[config.mk]
export PLATFORM = sky130hd
export DESIGN_NAME = zcpe_res_fifo
export DESIGN_NICKNAME = d
export VERILOG_FILES = /design/src/rtl/zcpe_pkg.sv /design/src/rtl/zcpe_res_fifo.sv
export SDC_FILE = /design/constraint.sdc
export NUM_CORES = 1
export LEC_CHECK = 0
export CAP_MARGIN = 10
export CORE_MARGIN = 5
export CORE_UTILIZATION = 32
export CTS_CLUSTER_DIAMETER = 40
export DETAILED_ROUTE_END_ITERATION = 6
export DONT_BUFFER_PORTS = 1
export GPL_ROUTABILITY_DRIVEN = 1
export PLACE_DENSITY = 0.47
export SYNTH_ARGS = -nofsm -noshare
export SYNTH_HDL_FRONTEND = slang
export SYNTH_SLANG_ARGS = --single-unit
[constraint.sdc]
create_clock -name clk -period 8.3 [get_ports clk]
set_input_delay 1.66 -clock clk [delete_from_list [all_inputs] [get_ports clk]]
set_output_delay 1.66 -clock clk [all_outputs]
set_load 0.02 [all_outputs]
[src/rtl/zcpe_pkg.sv]
package zcpe_pkg;

  // operation codes of an input beat
  typedef enum logic [1:0] {
    OP_SAMPLE = 2'd0,
    OP_ZERO   = 2'd1,
    OP_PERIOD = 2'd2
  } op_t;

  // configuration register indexes
  localparam int unsigned CFG_IDX_BITS  = 1;
  localparam int unsigned CFG_DATA_BITS = 5;

  typedef enum logic [CFG_IDX_BITS-1:0] {
    CFG_ACTIVE_BANKS    = 1'd0,
    CFG_ACTIVE_CHANNELS = 1'd1
  } cfg_reg_t;

  // fixed field widths
  localparam int unsigned BANK_BITS  = 2;
  localparam int unsigned CHAN_BITS  = 4;
  localparam int unsigned PEAK_BITS  = 15;
  localparam int unsigned ZERO_BITS  = 16;
  localparam int unsigned OUT_BITS   = 16;
  localparam int unsigned PEAK_CAP   = 32767;
  localparam int unsigned OUT_CAP    = 65535;

  // control travelling with an entry update
  typedef struct packed {
    logic                 is_sample;
    logic [BANK_BITS-1:0] bank;
    logic [CHAN_BITS-1:0] channel;
  } upd_ctl_t;

  // one result beat
  typedef struct packed {
    logic [BANK_BITS-1:0] bank;
    logic [CHAN_BITS-1:0] channel;
    logic [PEAK_BITS-1:0] magnitude;
    logic [OUT_BITS-1:0]  period;
    logic [OUT_BITS-1:0]  since_rise;
    logic [OUT_BITS-1:0]  since_fall;
  } res_t;

endpackage

[src/rtl/zcpe_res_fifo.sv]
module zcpe_res_fifo import zcpe_pkg::*; (
  input  logic       clk,
  input  logic       rst_n,
  input  logic       push,
  input  res_t       push_data,
  input  logic       pop,
  output logic       not_empty,
  output res_t       head,
  output logic [1:0] count
);

  res_t       data_r [2];
  logic       wr_ptr_r, rd_ptr_r;
  logic [1:0] cnt_r, cnt_nxt;

  always_comb begin
    cnt_nxt = cnt_r;
    if (push && !pop) begin
      cnt_nxt = cnt_r + 2'd1;
    end else if (!push && pop) begin
      cnt_nxt = cnt_r - 2'd1;
    end
  end

  always_ff @(posedge clk) begin
    if (!rst_n) begin
      wr_ptr_r <= 1'b0;
      rd_ptr_r <= 1'b0;
      cnt_r    <= 2'd0;
    end else begin
      if (push) begin
        wr_ptr_r <= ~wr_ptr_r;
      end
      if (pop) begin
        rd_ptr_r <= ~rd_ptr_r;
      end
      cnt_r <= cnt_nxt;
    end
  end

  always_ff @(posedge clk) begin
    if (push) begin
      data_r[wr_ptr_r] <= push_data;
    end
  end

  assign not_empty = (cnt_r != 2'd0);
  assign head      = data_r[rd_ptr_r];
  assign count     = cnt_r;

endmodule

==> flow_summary.json <==
{
  "start_kind": "flip-flop",
  "cts_tree": "built",
  "ios": 145,
  "rsz0062_at_grt": "no",
  "max-slew-margin-rel_pct": 31.54,
  "ys_ff_latch": 143,
  "final.fill_count": 1470,
  "hp-start": "rd_ptr_r",
  "dieArea_um2": 19010,
  "cts_resized": 0,
  "status": "finished clean",
  "cp_cell_sequence": "mux2_2",
  "hp-class": "flip-flop to flip-flop",
  "synth_area_um2": 5234,
  "numCtsBuffers": 17,
  "max_stage_delay_ns": 0.99,
  "cts_root_buffer": "clkbuf_16",
  "total_leakage_power_nw": 1.984,
  "first_iter_violations": 119,
  "first_pass_iters": 6,
  "min_period_ns": 3.644,
  "maxCapViolations": 0,
  "yosys.cell_types.count": 18,
  "postCtsHoldBufs": 0,
  "slowest_stage": "dfxtp_4",
  "clockBufferDepth": 2,
  "grt_usage_pct": 9.855,
  "start_util_pct": 32.83,
  "clock_sinks": 143,
  "insertion_delay_ns": 0.41,
  "routed_wl_mm": 9.319,
  "final_common_cell": "edfxtp_1",
  "clkTransAtPathRegs_ns": 0.06,
  "cp.arrival_ns": 1.98,
  "clock.fmax_mhz": 274.4,
  "drv_slew": 0,
  "route.detailed.drc": 0,
  "grt_pass1_wl_mm": 13.43,
  "critical_path_class": "flip-flop to output pin",
  "layout-drive-gt1-share_pct": 39.08,
  "ant_nets": 0,
  "syn2layout_area_growth_pct": 15.47,
  "stdcell_area_um2": 6043,
  "place_congestion": 0.6614,
  "finClkSkew_ns": 0.005008,
  "wire_per_inst_um": 19.54,
  "syn_nets": 310,
  "yosys_warnings": 0,
  "finalSetupTns_ns": 0,
  "synth-seq-area-share_pct": 81.09,
  "cp_max_fo": 69,
  "place.port_buffers": 0,
  "grt_overflow_total": 0,
  "grt_max_degree": 70,
  "peakVddDrop_uv": 118.1,
  "via_per_inst": 4.421,
  "antenna_cells": 0,
  "timing_hold_violations_final": 0,
  "most-common-layout-cells": "edfxtp_1, mux2_2, clkbuf_16",
  "antenna_found_initial": 0,
  "grt_pass1_vias": 2298,
  "syn_area_per_cell_um2": 22.18,
  "h-tree-depth": 4,
  "cp.required_ns": 6.64,
  "total_power_mw": 1.730,
  "cp_top_family": "flip-flops",
  "reg2reg_depth": 2,
  "cp.depth": 1,
  "vias": 2109,
  "row_count": 46,
  "synth_cells": 236,
  "end_kind": "output pin",
  "r2r-start": "wr_ptr_r",
  "fin_nets": 322,
  "finalCritPeriodShare_pct": 43.91,
  "hold_depth": 2,
  "die_y_um": 137.9,
  "coreArea_um2": 15940,
  "cts_post_setup_buffers_inserted": 0,
  "dieWidth_um": 137.9,
  "path_buf_inv": 0,
  "p_per_area_nw_per_um2": 286.3,
  "placed_area_um2": 5463,
  "worst_pin_slew_ns": 1.027,
  "setup_viol": 0
}
-- routing by layer --
| layer | part of all wire [%] | GRT usage (%) | wire length [um] |
|---|---|---|---|
| met5 | 0 | 0 | 0 |
| met4 | 1.4 | 4.775 | 132 |
| met3 | 13 | 6.858 | 1253 |
| met2 | 48 | 15.18 | 4496 |
| met1 | 37 | 10.19 | 3436 |
-- worst paths after layout --
| path | end | slack [ns] |
|---|---|---|
| setup / recovery | head[31] | 4.66 |
| hold / removal | flip-flop | 0.58 |
| setup reg to reg | data_r[0][59] | 6.16 |
| hold reg to reg | flip-flop | 0.58 |
-- area by class of cell --
cell class / count / area, um^2 / share of cell area [%]
Clock buffer: 20 / 436.7 / 7.226
Multi-Input combinational cell: 84 / 933.4 / 15.45
Inverter: 1 / 3.754 / 0.06211
Clock inverter: 12 / 143.9 / 2.381
Sequential cell: 143 / 4248 / 70.29
Tap cell: 216 / 270.3 / 4.472
Timing Repair Buffer: 1 / 7.507 / 0.1242
-- registers in the layout (all words and copies together), names as in the netlist, named ones only --
register,flops
count,2
data_r,138
rd_ptr_r,1
wr_ptr_r,1
-- report_power, final --
group / switching [mW] / internal, mW
Combinational: 0.0818 / 0.0462
Sequential: 0.0248 / 0.835
Clock: 0.274 / 0.469
Total: 0.380 / 1.35
-- through the flow --
step,utilization [%],cells,hold WS (ns),setup WS [ns]
2_1_floorplan,-,236,0.5546,3.076
3_3_place_gp,34.26,445,0.5580,4.753
3_5_place_dp,34.26,445,0.5695,4.762
4_1_cts,37.91,477,0.5792,4.573
5_1_grt,37.91,477,0.6042,4.518
6_report,37.91,477,0.5758,4.656
-- cells by family after synthesis --
group / share of synthesized area (%)
xor+xnor: 0.5021
flops: 81.09
fa+ha+maj: 0.2390
simple gates: 0.9563
compound gates: 0.3825
mux: 15.56
buf+inv: 1.267
-- cells in the mapped netlist --
| cell type | count | area [um^2] |
|---|---|---|
| a21boi_1 | 1 | 7.510 |
| and2_1 | 4 | 25.02 |
| buf_2 | 5 | 25.02 |
| buf_6 | 2 | 22.52 |
| buf_8 | 1 | 15.01 |
| dfxtp_1 | 5 | 100.1 |
| edfxtp_1 | 138 | 4144 |
| ha_1 | 1 | 12.51 |
| inv_1 | 1 | 3.750 |
| mux2_2 | 59 | 664.4 |
| mux2_4 | 10 | 150.1 |
| nor2b_1 | 2 | 12.51 |
| o21a_1 | 1 | 7.510 |
| o21ai_0 | 1 | 5.000 |
| or2_2 | 1 | 6.260 |
| or3_1 | 1 | 6.260 |
| xnor2_1 | 1 | 8.760 |
| xor2_1 | 2 | 17.52 |
(Power assumes the default switching activity.)
