==> src/rtl/zcpe_pkg.sv <==
package zcpe_pkg;

  // operation codes of an input beat
  typedef enum logic [1:0] {
    OP_SAMPLE = 2'd0,
    OP_ZERO   = 2'd1,
    OP_PERIOD = 2'd2
  } op_t;

  // configuration register indexes
  localparam int unsigned CFG_IDX_BITS  = 1;
  localparam int unsigned CFG_DATA_BITS = 5;

  typedef enum logic [CFG_IDX_BITS-1:0] {
    CFG_ACTIVE_BANKS    = 1'd0,
    CFG_ACTIVE_CHANNELS = 1'd1
  } cfg_reg_t;

  // fixed field widths
  localparam int unsigned BANK_BITS  = 2;
  localparam int unsigned CHAN_BITS  = 4;
  localparam int unsigned PEAK_BITS  = 15;
  localparam int unsigned ZERO_BITS  = 16;
  localparam int unsigned OUT_BITS   = 16;
  localparam int unsigned PEAK_CAP   = 32767;
  localparam int unsigned OUT_CAP    = 65535;

  // control travelling with an entry update
  typedef struct packed {
    logic                 is_sample;
    logic [BANK_BITS-1:0] bank;
    logic [CHAN_BITS-1:0] channel;
  } upd_ctl_t;

  // one result beat
  typedef struct packed {
    logic [BANK_BITS-1:0] bank;
    logic [CHAN_BITS-1:0] channel;
    logic [PEAK_BITS-1:0] magnitude;
    logic [OUT_BITS-1:0]  period;
    logic [OUT_BITS-1:0]  since_rise;
    logic [OUT_BITS-1:0]  since_fall;
  } res_t;

endpackage

==> src/rtl/zcpe_update.sv <==
module zcpe_update import zcpe_pkg::*; #(
  parameter int unsigned SAMPLE_BITS = 16,
  parameter int unsigned COUNT_BITS  = 16,
  parameter int unsigned WORD_BITS   = 2 * PEAK_BITS + 3 * COUNT_BITS + ZERO_BITS
) (
  input  upd_ctl_t                ctl,
  input  logic signed [15:0]      sample,
  input  logic signed [15:0]      new_zero,
  input  logic [COUNT_BITS-1:0]   gap,
  input  logic [WORD_BITS-1:0]    entry_in,
  output logic [WORD_BITS-1:0]    entry_out,
  output res_t                    result
);

  localparam int unsigned CB = COUNT_BITS;
  localparam int unsigned SB = SAMPLE_BITS;
  localparam int unsigned DW = (SB > 16) ? SB : 16;
  localparam logic [CB-1:0] CNT_MAX = '1;
  localparam logic [SB-1:0] SMP_SIGN = SB'(1) << (SB - 1);

  // word layout, lsb first
  localparam int unsigned RPK_LO = 0;
  localparam int unsigned LPK_LO = RPK_LO + PEAK_BITS;
  localparam int unsigned RIS_LO = LPK_LO + PEAK_BITS;
  localparam int unsigned FAL_LO = RIS_LO + CB;
  localparam int unsigned PER_LO = FAL_LO + CB;
  localparam int unsigned ZER_LO = PER_LO + CB;

  function automatic logic [CB-1:0] sat_inc(input logic [CB-1:0] v);
    return (v == CNT_MAX) ? v : v + 1'b1;
  endfunction

  function automatic logic [OUT_BITS-1:0] cap_out(input logic [CB-1:0] v);
    return (32'(v) > OUT_CAP) ? OUT_BITS'(OUT_CAP) : OUT_BITS'(v);
  endfunction

  function automatic logic [CB-1:0] twice_sat(input logic [CB-1:0] d);
    return d[CB-1] ? CNT_MAX : {d[CB-2:0], 1'b0};
  endfunction

  logic [PEAK_BITS-1:0]        rpk, lpk;
  logic [CB-1:0]               rise, fall, per;
  logic signed [ZERO_BITS-1:0] zero_s;
  logic [DW-1:0]               d_full;
  logic [SB-1:0]               diff, mag_w;
  logic                        neg;
  logic [PEAK_BITS-1:0]        mag, peak;
  logic [CB-1:0]               r1, f1;

  always_comb begin
    rpk    = entry_in[RPK_LO +: PEAK_BITS];
    lpk    = entry_in[LPK_LO +: PEAK_BITS];
    rise   = entry_in[RIS_LO +: CB];
    fall   = entry_in[FAL_LO +: CB];
    per    = entry_in[PER_LO +: CB];
    zero_s = entry_in[ZER_LO +: ZERO_BITS];

    // shifted sample, wrapped at the sample width
    d_full = DW'(sample) - DW'(zero_s);
    diff   = d_full[SB-1:0];
    neg    = diff[SB-1];
    if (!neg) begin
      mag_w = diff;
    end else if (diff == SMP_SIGN) begin
      mag_w = SMP_SIGN - 1'b1;
    end else begin
      mag_w = -diff;
    end
    mag  = (32'(mag_w) > PEAK_CAP) ? PEAK_BITS'(PEAK_CAP) : PEAK_BITS'(mag_w);
    peak = (mag > rpk) ? mag : rpk;

    r1 = sat_inc(rise);
    f1 = sat_inc(fall);

    entry_out = entry_in;
    if (!ctl.is_sample) begin
      entry_out[ZER_LO +: ZERO_BITS] = new_zero;
    end else begin
      entry_out[RPK_LO +: PEAK_BITS] = peak;
      entry_out[RIS_LO +: CB]        = r1;
      entry_out[FAL_LO +: CB]        = f1;
      if (r1 > f1) begin
        // negative lobe, looking for a rising crossing
        if (!neg && f1 >= gap) begin
          entry_out[PER_LO +: CB]        = twice_sat(r1 - f1);
          entry_out[LPK_LO +: PEAK_BITS] = peak;
          entry_out[RPK_LO +: PEAK_BITS] = mag;
          entry_out[RIS_LO +: CB]        = '0;
        end
      end else begin
        // positive lobe (or equal counters), looking for a falling crossing
        if (neg && r1 >= gap) begin
          entry_out[PER_LO +: CB]        = twice_sat(f1 - r1);
          entry_out[LPK_LO +: PEAK_BITS] = peak;
          entry_out[RPK_LO +: PEAK_BITS] = mag;
          entry_out[FAL_LO +: CB]        = '0;
        end
      end
    end

    result.bank       = ctl.bank;
    result.channel    = ctl.channel;
    result.magnitude  = entry_out[LPK_LO +: PEAK_BITS];
    result.period     = cap_out(entry_out[PER_LO +: CB]);
    result.since_rise = cap_out(entry_out[RIS_LO +: CB]);
    result.since_fall = cap_out(entry_out[FAL_LO +: CB]);
    // unused in zero-level writes
    if (!ctl.is_sample) begin
      result.magnitude = lpk;
      result.period    = cap_out(per);
    end
  end

endmodule

==> config.mk <==
export PLATFORM = sky130hd
export DESIGN_NAME = zcpe_update
export DESIGN_NICKNAME = d
export VERILOG_FILES = /design/src/rtl/zcpe_pkg.sv /design/src/rtl/zcpe_update.sv
export SDC_FILE = /design/constraint.sdc
export NUM_CORES = 1
export LEC_CHECK = 0
export ABC_CLOCK_PERIOD_IN_PS = 7500
export BUFFER_PORTS_ARGS = -buffer_cell sky130_fd_sc_hd__buf_2
export CORE_ASPECT_RATIO = 0.8
export CORE_MARGIN = 2
export CORE_UTILIZATION = 51
export DETAILED_ROUTE_END_ITERATION = 10
export PLACE_DENSITY = 0.83
export SLEW_MARGIN = 20
export SYNTH_ARGS = -nofsm -noshare
export SYNTH_HDL_FRONTEND = slang
export SYNTH_SLANG_ARGS = --single-unit
==> constraint.sdc <==
create_clock -name vclk -period 7.5
set_input_delay 1.125 -clock vclk [all_inputs]
set_output_delay 1.125 -clock vclk [all_outputs]
set_load 0.01 [all_outputs]
==> results of run 1 <==
[path summary, 6_finish.rpt]
check	start	to	cells past startpoint
worst max-delay path	entry_in[30]	result[52]	22
worst min-delay path	ctl[4]	result[67]	0
[final cells by class]
cell class / instances / share of cell area (%)
inverter: 106 / 4.727
multi-input combinational: 807 / 69.70
tap: 180 / 2.676
timing repair buffer: 355 / 22.89
[synth_stat cells, types with 5 or more instances]
master,n
o21ai_0,75
o21a_1,15
inv_1,106
a31oi_1,8
a211o_1,8
a221o_1,9
a2111oi_0,6
nor4_1,9
or2_2,5
ha_1,96
nand2_1,74
and3_1,18
nand2b_1,11
a22o_1,10
clkbuf_1,25
o211ai_1,12
nand3_1,43
a211oi_1,12
nor3_1,21
xor2_1,24
mux2_2,24
o41ai_1,6
nor2_1,55
a21o_1,30
o2bb2ai_1,12
buf_4,71
o31ai_1,5
o21ai_1,5
buf_2,10
and2_1,8
or3_1,8
nor2b_1,16
mux2i_1,5
nand4_1,20
a21oi_1,62
xnor2_1,37
[logic make-up after synthesis]
logic type	synth area share [%]
AO/OA/AOI/OAI	29.36
adder cells (fa/ha/maj)	18.17
XOR/XNOR	7.696
multiplexers	5.696
buffers and inverters	16.02
AND/OR/NAND/NOR	23.05
[power by group through the flow]
| stage | logic, W | registers [W] | clock network, W |
|---|---|---|---|
| after floorplan | 0.000691 | 0 | 0 |
| after global placement | 0.000966 | 0 | 0 |
| after detailed placement | 0.000984 | 0 | 0 |
| after CTS | 0.000989 | 0 | 0 |
| after global routing | 0.00111 | 0 | 0 |
| final | 0.00101 | 0 | 0 |
[through the flow]
stage                     hold WS [ps]  std cells
after CTS                         2250       1447
after floorplan                   2342       1025
final                             2250       1448
after detailed placement          2250       1447
after global placement            2250       1447
after global routing              2250       1448
[layer usage]
metal  track usage [%]  part of all wire [%]
met1             43.52                    47
met2             45.95                    44
met3             2.672                   7.8
met4             4.586                  0.92
met5                 0                     0
[timing repair]
action | 4_1_cts | 5_1_grt
resized for setup | 0 | 7
endpoints found under the setup margin | 0 | 45
buffers inserted | 0 | 1
==> impl_metrics.csv, run 1 <==
group,metric,value,unit
placed_design,gp_congestion,0.9642,
cells_and_area,final_nets,1518,
route,post_drt_wl_per_cell,15.80,um
synthesis,ys_seq_area_share,0,%
power_and_ir_drop,max-vdd-ir-drop,0.06781,mV
worst_setup_path,crit_path_start_kind,"primary input",
worst_setup_path,cp_max_fo,14,
sta,slew_headroom,36.44,%
power_and_ir_drop,cellPowerDensity,120.6,nW/um2
sta,post-route-period-util,96.11,%
sta,slew_viol_final,0,
worst_setup_path,crit_chain,"buf_2 -> ha_1 -> nand4_1 -> nor4_2 -> nand4_1 -> buf_4 -> inv_1 -> nor4_1 -> xnor2_1 -> inv_1 -> ha_1 -> and2_4 -> nand4_1 -> or4_4 -> o21ai_2 -> nand2_4 -> or3_1 -> a21oi_1 -> buf_4 -> nand2b_1 -> o211ai_1 -> buf_2",
run,drv_cap,0,
sta,tightest_slew,952.3,ps
cells_and_area,nFlopsAndLatches,0,
global_routing,grt_max_degree,64,
global_routing,antenna_found_initial,0,
route,viasPerCell,5.744,
die,initial_utilization,51.77,%
power_and_ir_drop,swShare,57.52,%
cells_and_area,final_cell_area,8417,um2
worst_setup_path,critical_path_class,"in -> out",
synthesis,synth_area_leaders,"ha_1, buf_4, inv_1",
die,core_area,13410,um2
worst_hold_path,hold_path.class,"in -> out",
placed_design,pre_cts_slack,122.4,ps
route,remaining_drc_errors,0,
sta,fmax,0.1387,GHz
clock_network,postCtsHoldBufs,0,
sta,finalSetupViolCount,0,
worst_setup_path,cp_slowest_stage_delay,570,ps
route,drtIter0Drc,938,
power_and_ir_drop,p_total,0.001015,W
global_routing,grt_pass1_wl,35360,um
synthesis,synth_area,6942,um2
cells_and_area,drive_above_1_share,32.33,%
synthesis,synth_area_per_cell,6.772,um2
power_and_ir_drop,p_leak,4.446,nW
cells_and_area,postLayoutCoreUtil,62.78,%
power_and_ir_drop,clkPwrFrac,0,%
synthesis,yosys.area.top_type,"ha_1",
power_and_ir_drop,pwr-share-comb,100.0,%
worst_setup_path,path_common_cell,"nand4_1",
power_and_ir_drop,internal_power,0.0004311,W
die,die_h,108.4,um
placed_design,place_area,8376,um2
sta,hold_viol,0,
sta,layout_min_cycle_time,7209,ps
power_and_ir_drop,power.share.sequential,0,%
worst_setup_path,required,6380,ps
synthesis,syn_nets,1273,
route,num_vias,8317,
cells_and_area,seqCellArea,0,um2
placed_design,port-buffer-count,300,
synthesis,synth_cells,1025,
route,routed_wl,22880,um
sta,finalSetupTns,0,ps
die,die_w,134.4,um
cells_and_area,n_clock_buffer,0,
synthesis,synth_warnings,0,
route,ant_nets,0,
route,dr.pass1.iters,5,
synthesis,synth_top_area_share,17.30,%
cells_and_area,layout_commonest_cell,"buf_2",
worst_setup_path,crit_family,"simple AND/OR/NAND/NOR gates",
global_routing,overflow,0,
synthesis,synth.distinct_cells,72,
die,fp-row-count,38,
cells_and_area,fill_cells,1270,
cells_and_area,multi_input_area,5867,um2
cells_and_area,diodes,0,
worst_setup_path,arrival,6080,ps
power_and_ir_drop,p_sw,0.0005837,W
worst_setup_path,crit_buf_inv,6,
run_status,status,"completed",
sta,finalWorstSetupSlack,291.5,ps
worst_setup_path,cpMaxStageDelayCell,"nor4_1",
worst_setup_path,cp-end-kind,"output pin",
cells_and_area,final_cell_mix,"buf_2, inv_1, ha_1",
die,dieArea,14570,um2
die,io_pins,312,
global_routing,grt_util_all_layers,29.15,%
cells_and_area,area_growth,21.25,%
placed_design,dp_hpwl,19320,um
global_routing,first_global_vias,7267,
Power figures use the tool's default switching activity.
==> run 2: changes to the inputs <==
--- a/config.mk
+++ b/config.mk
@@ -8,10 +8,10 @@
 export ABC_CLOCK_PERIOD_IN_PS = 7500
 export BUFFER_PORTS_ARGS = -buffer_cell sky130_fd_sc_hd__buf_2
 export CORE_ASPECT_RATIO = 0.8
-export CORE_MARGIN = 2
 export CORE_UTILIZATION = 51
 export DETAILED_ROUTE_END_ITERATION = 10
 export PLACE_DENSITY = 0.83
+export RECOVER_POWER = 50
 export SLEW_MARGIN = 20
 export SYNTH_ARGS = -nofsm -noshare
 export SYNTH_HDL_FRONTEND = slang
==> impl_metrics.csv, run 2 (same netlist as run 1, synthesis figures left out) <==
group,metric,value,unit
cells_and_area,drive_above_1_share,26.46,%
clock_network,postCtsHoldBufs,0,
global_routing,grt_util_all_layers,29.59,%
global_routing,grt_max_degree,64,
placed_design,gp_congestion,0.9275,
cells_and_area,postLayoutCoreUtil,62.97,%
run_status,status,"completed",
cells_and_area,seqCellArea,0,um2
worst_setup_path,cp-end-kind,"output pin",
sta,slew_viol_final,0,
cells_and_area,final_nets,1501,
placed_design,dp_cells,1424,
cells_and_area,final_cells,1426,
sta,finalWorstSetupSlack,227.1,ps
sta,rsz0062_at_grt,"no",
worst_setup_path,critical_path_class,"in -> out",
worst_setup_path,required,6380,ps
worst_hold_path,hold_depth,0,
power_and_ir_drop,cellPowerDensity,119.5,nW/um2
power_and_ir_drop,p_total,0.0009821,W
route,viasPerCell,5.829,
cells_and_area,final_cell_mix,"buf_2, inv_1, ha_1",
die,die_h,106.4,um
route,routed_wl,22970,um
worst_hold_path,hold_path.class,"in -> out",
cells_and_area,fill_cells,1273,
sta,fmax,0.1375,GHz
die,io_pins,312,
sta,layout_min_cycle_time,7273,ps
cells_and_area,n_clock_buffer,0,
worst_setup_path,cp_slowest_stage_delay,570,ps
worst_setup_path,arrival,6150,ps
route,remaining_drc_errors,0,
worst_setup_path,crit_path_start_kind,"primary input",
worst_setup_path,cp_max_fo,10,
global_routing,grt_pass1_wl,34740,um
worst_setup_path,cpMaxStageDelayCell,"clkbuf_1",
sta,post-route-period-util,96.97,%
die,core_area,13060,um2
route,drtIter0Drc,811,
sta,tightest_slew,1032,ps
sta,finalSetupTns,0,ps
power_and_ir_drop,p_leak,4.206,nW
route,dr.pass1.iters,5,
placed_design,pre_cts_slack,114.0,ps
worst_setup_path,crit_chain,"buf_2 -> nand2_1 -> or2_0 -> nor4_1 -> nand4_1 -> buf_4 -> nand4_1 -> buf_4 -> nor3_1 -> xnor2_1 -> ha_1 -> buf_4 -> nand2_1 -> o21ai_0 -> o311ai_4 -> nand2_4 -> buf_4 -> and2_0 -> clkbuf_1 -> nand2_1 -> a31oi_1 -> a221o_1 -> buf_2",
die,dieArea,14080,um2
placed_design,dp_hpwl,19110,um
die,initial_utilization,53.17,%
route,num_vias,8312,
global_routing,overflow,0,
placed_design,port-buffer-count,300,
cells_and_area,nFlopsAndLatches,0,
cells_and_area,multi_input_area,5871,um2
route,post_drt_wl_per_cell,16.10,um
power_and_ir_drop,max-vdd-ir-drop,0.08596,mV
route,ant_nets,0,
sta,hold_viol,0,
die,fp-row-count,37,
run,drv_cap,0,
die,die_w,132.4,um
cells_and_area,area_growth,18.42,%
sta,finalSetupViolCount,0,
sta,slew_headroom,31.13,%
worst_setup_path,path_common_cell,"buf_4",
cells_and_area,layout_commonest_cell,"buf_2",
cells_and_area,diodes,0,
global_routing,first_global_vias,7095,
global_routing,antenna_found_initial,0,
==> run 2: changes by cell type in the layout (fill, tap and decap cells not counted), moves of 2 or more <==
cell      delta
buf_12       +2
buf_2       -57
buf_4       -25
clkbuf_1    +61
clkbuf_2     +2
xnor2_1      -2
xnor2_2      +2
==> run 2: layout make-up <==
class                      count  share of cell area, %
inverter                     106                  4.840
multi-input combinational    807                  71.42
tap                          175                  2.664
timing repair buffer         338                  21.08
==> run 2: power by group <==
group / switching, W / total (W) / internal (W)
clock: 0 / 0 / 0
sequential: 0 / 0 / 0
combinational: 0.000580 / 0.000982 / 0.000402
==> run 2: per-stage QoR <==
stage	cell area [um2]	hold WS (ps)
after floorplan	6942	2342
after global placement	8259	2250
after detailed placement	8259	2250
after CTS	8259	2250
after global routing	8220	2250
final	8220	2250
==> run 2: final timing paths <==
path	start	end	slack, ps
worst max-delay path	entry_in[35]	entry_out[77]	230
worst min-delay path	ctl[0]	result[63]	2250
==> run 2: critical path: cells and delay by family <==
kind | cells | cell delay (ps)
simple gates | 10 | 1780
xor+xnor | 1 | 180
compound gates | 4 | 1030
fa+ha+maj | 1 | 440
buf+inv | 7 | 1550
==> run 2: metal layers <==
metal / part of all wire (%) / vias to the layer above / global-route usage, %
met5: 0 / - / 0
met3: 8.4 / 31 / 2.527
met4: 1.4 / 0 / 5.008
met1: 46 / 3792 / 43.04
met2: 44 / 397 / 47.48
li1: - / 4092 / -
==> run 2: what timing repair did <==
item                                    4_1_cts  5_1_grt
endpoints found under the hold margin         0        0
resized for setup                             0        6
buffers inserted                              0        2
endpoints found under the setup margin        0       45
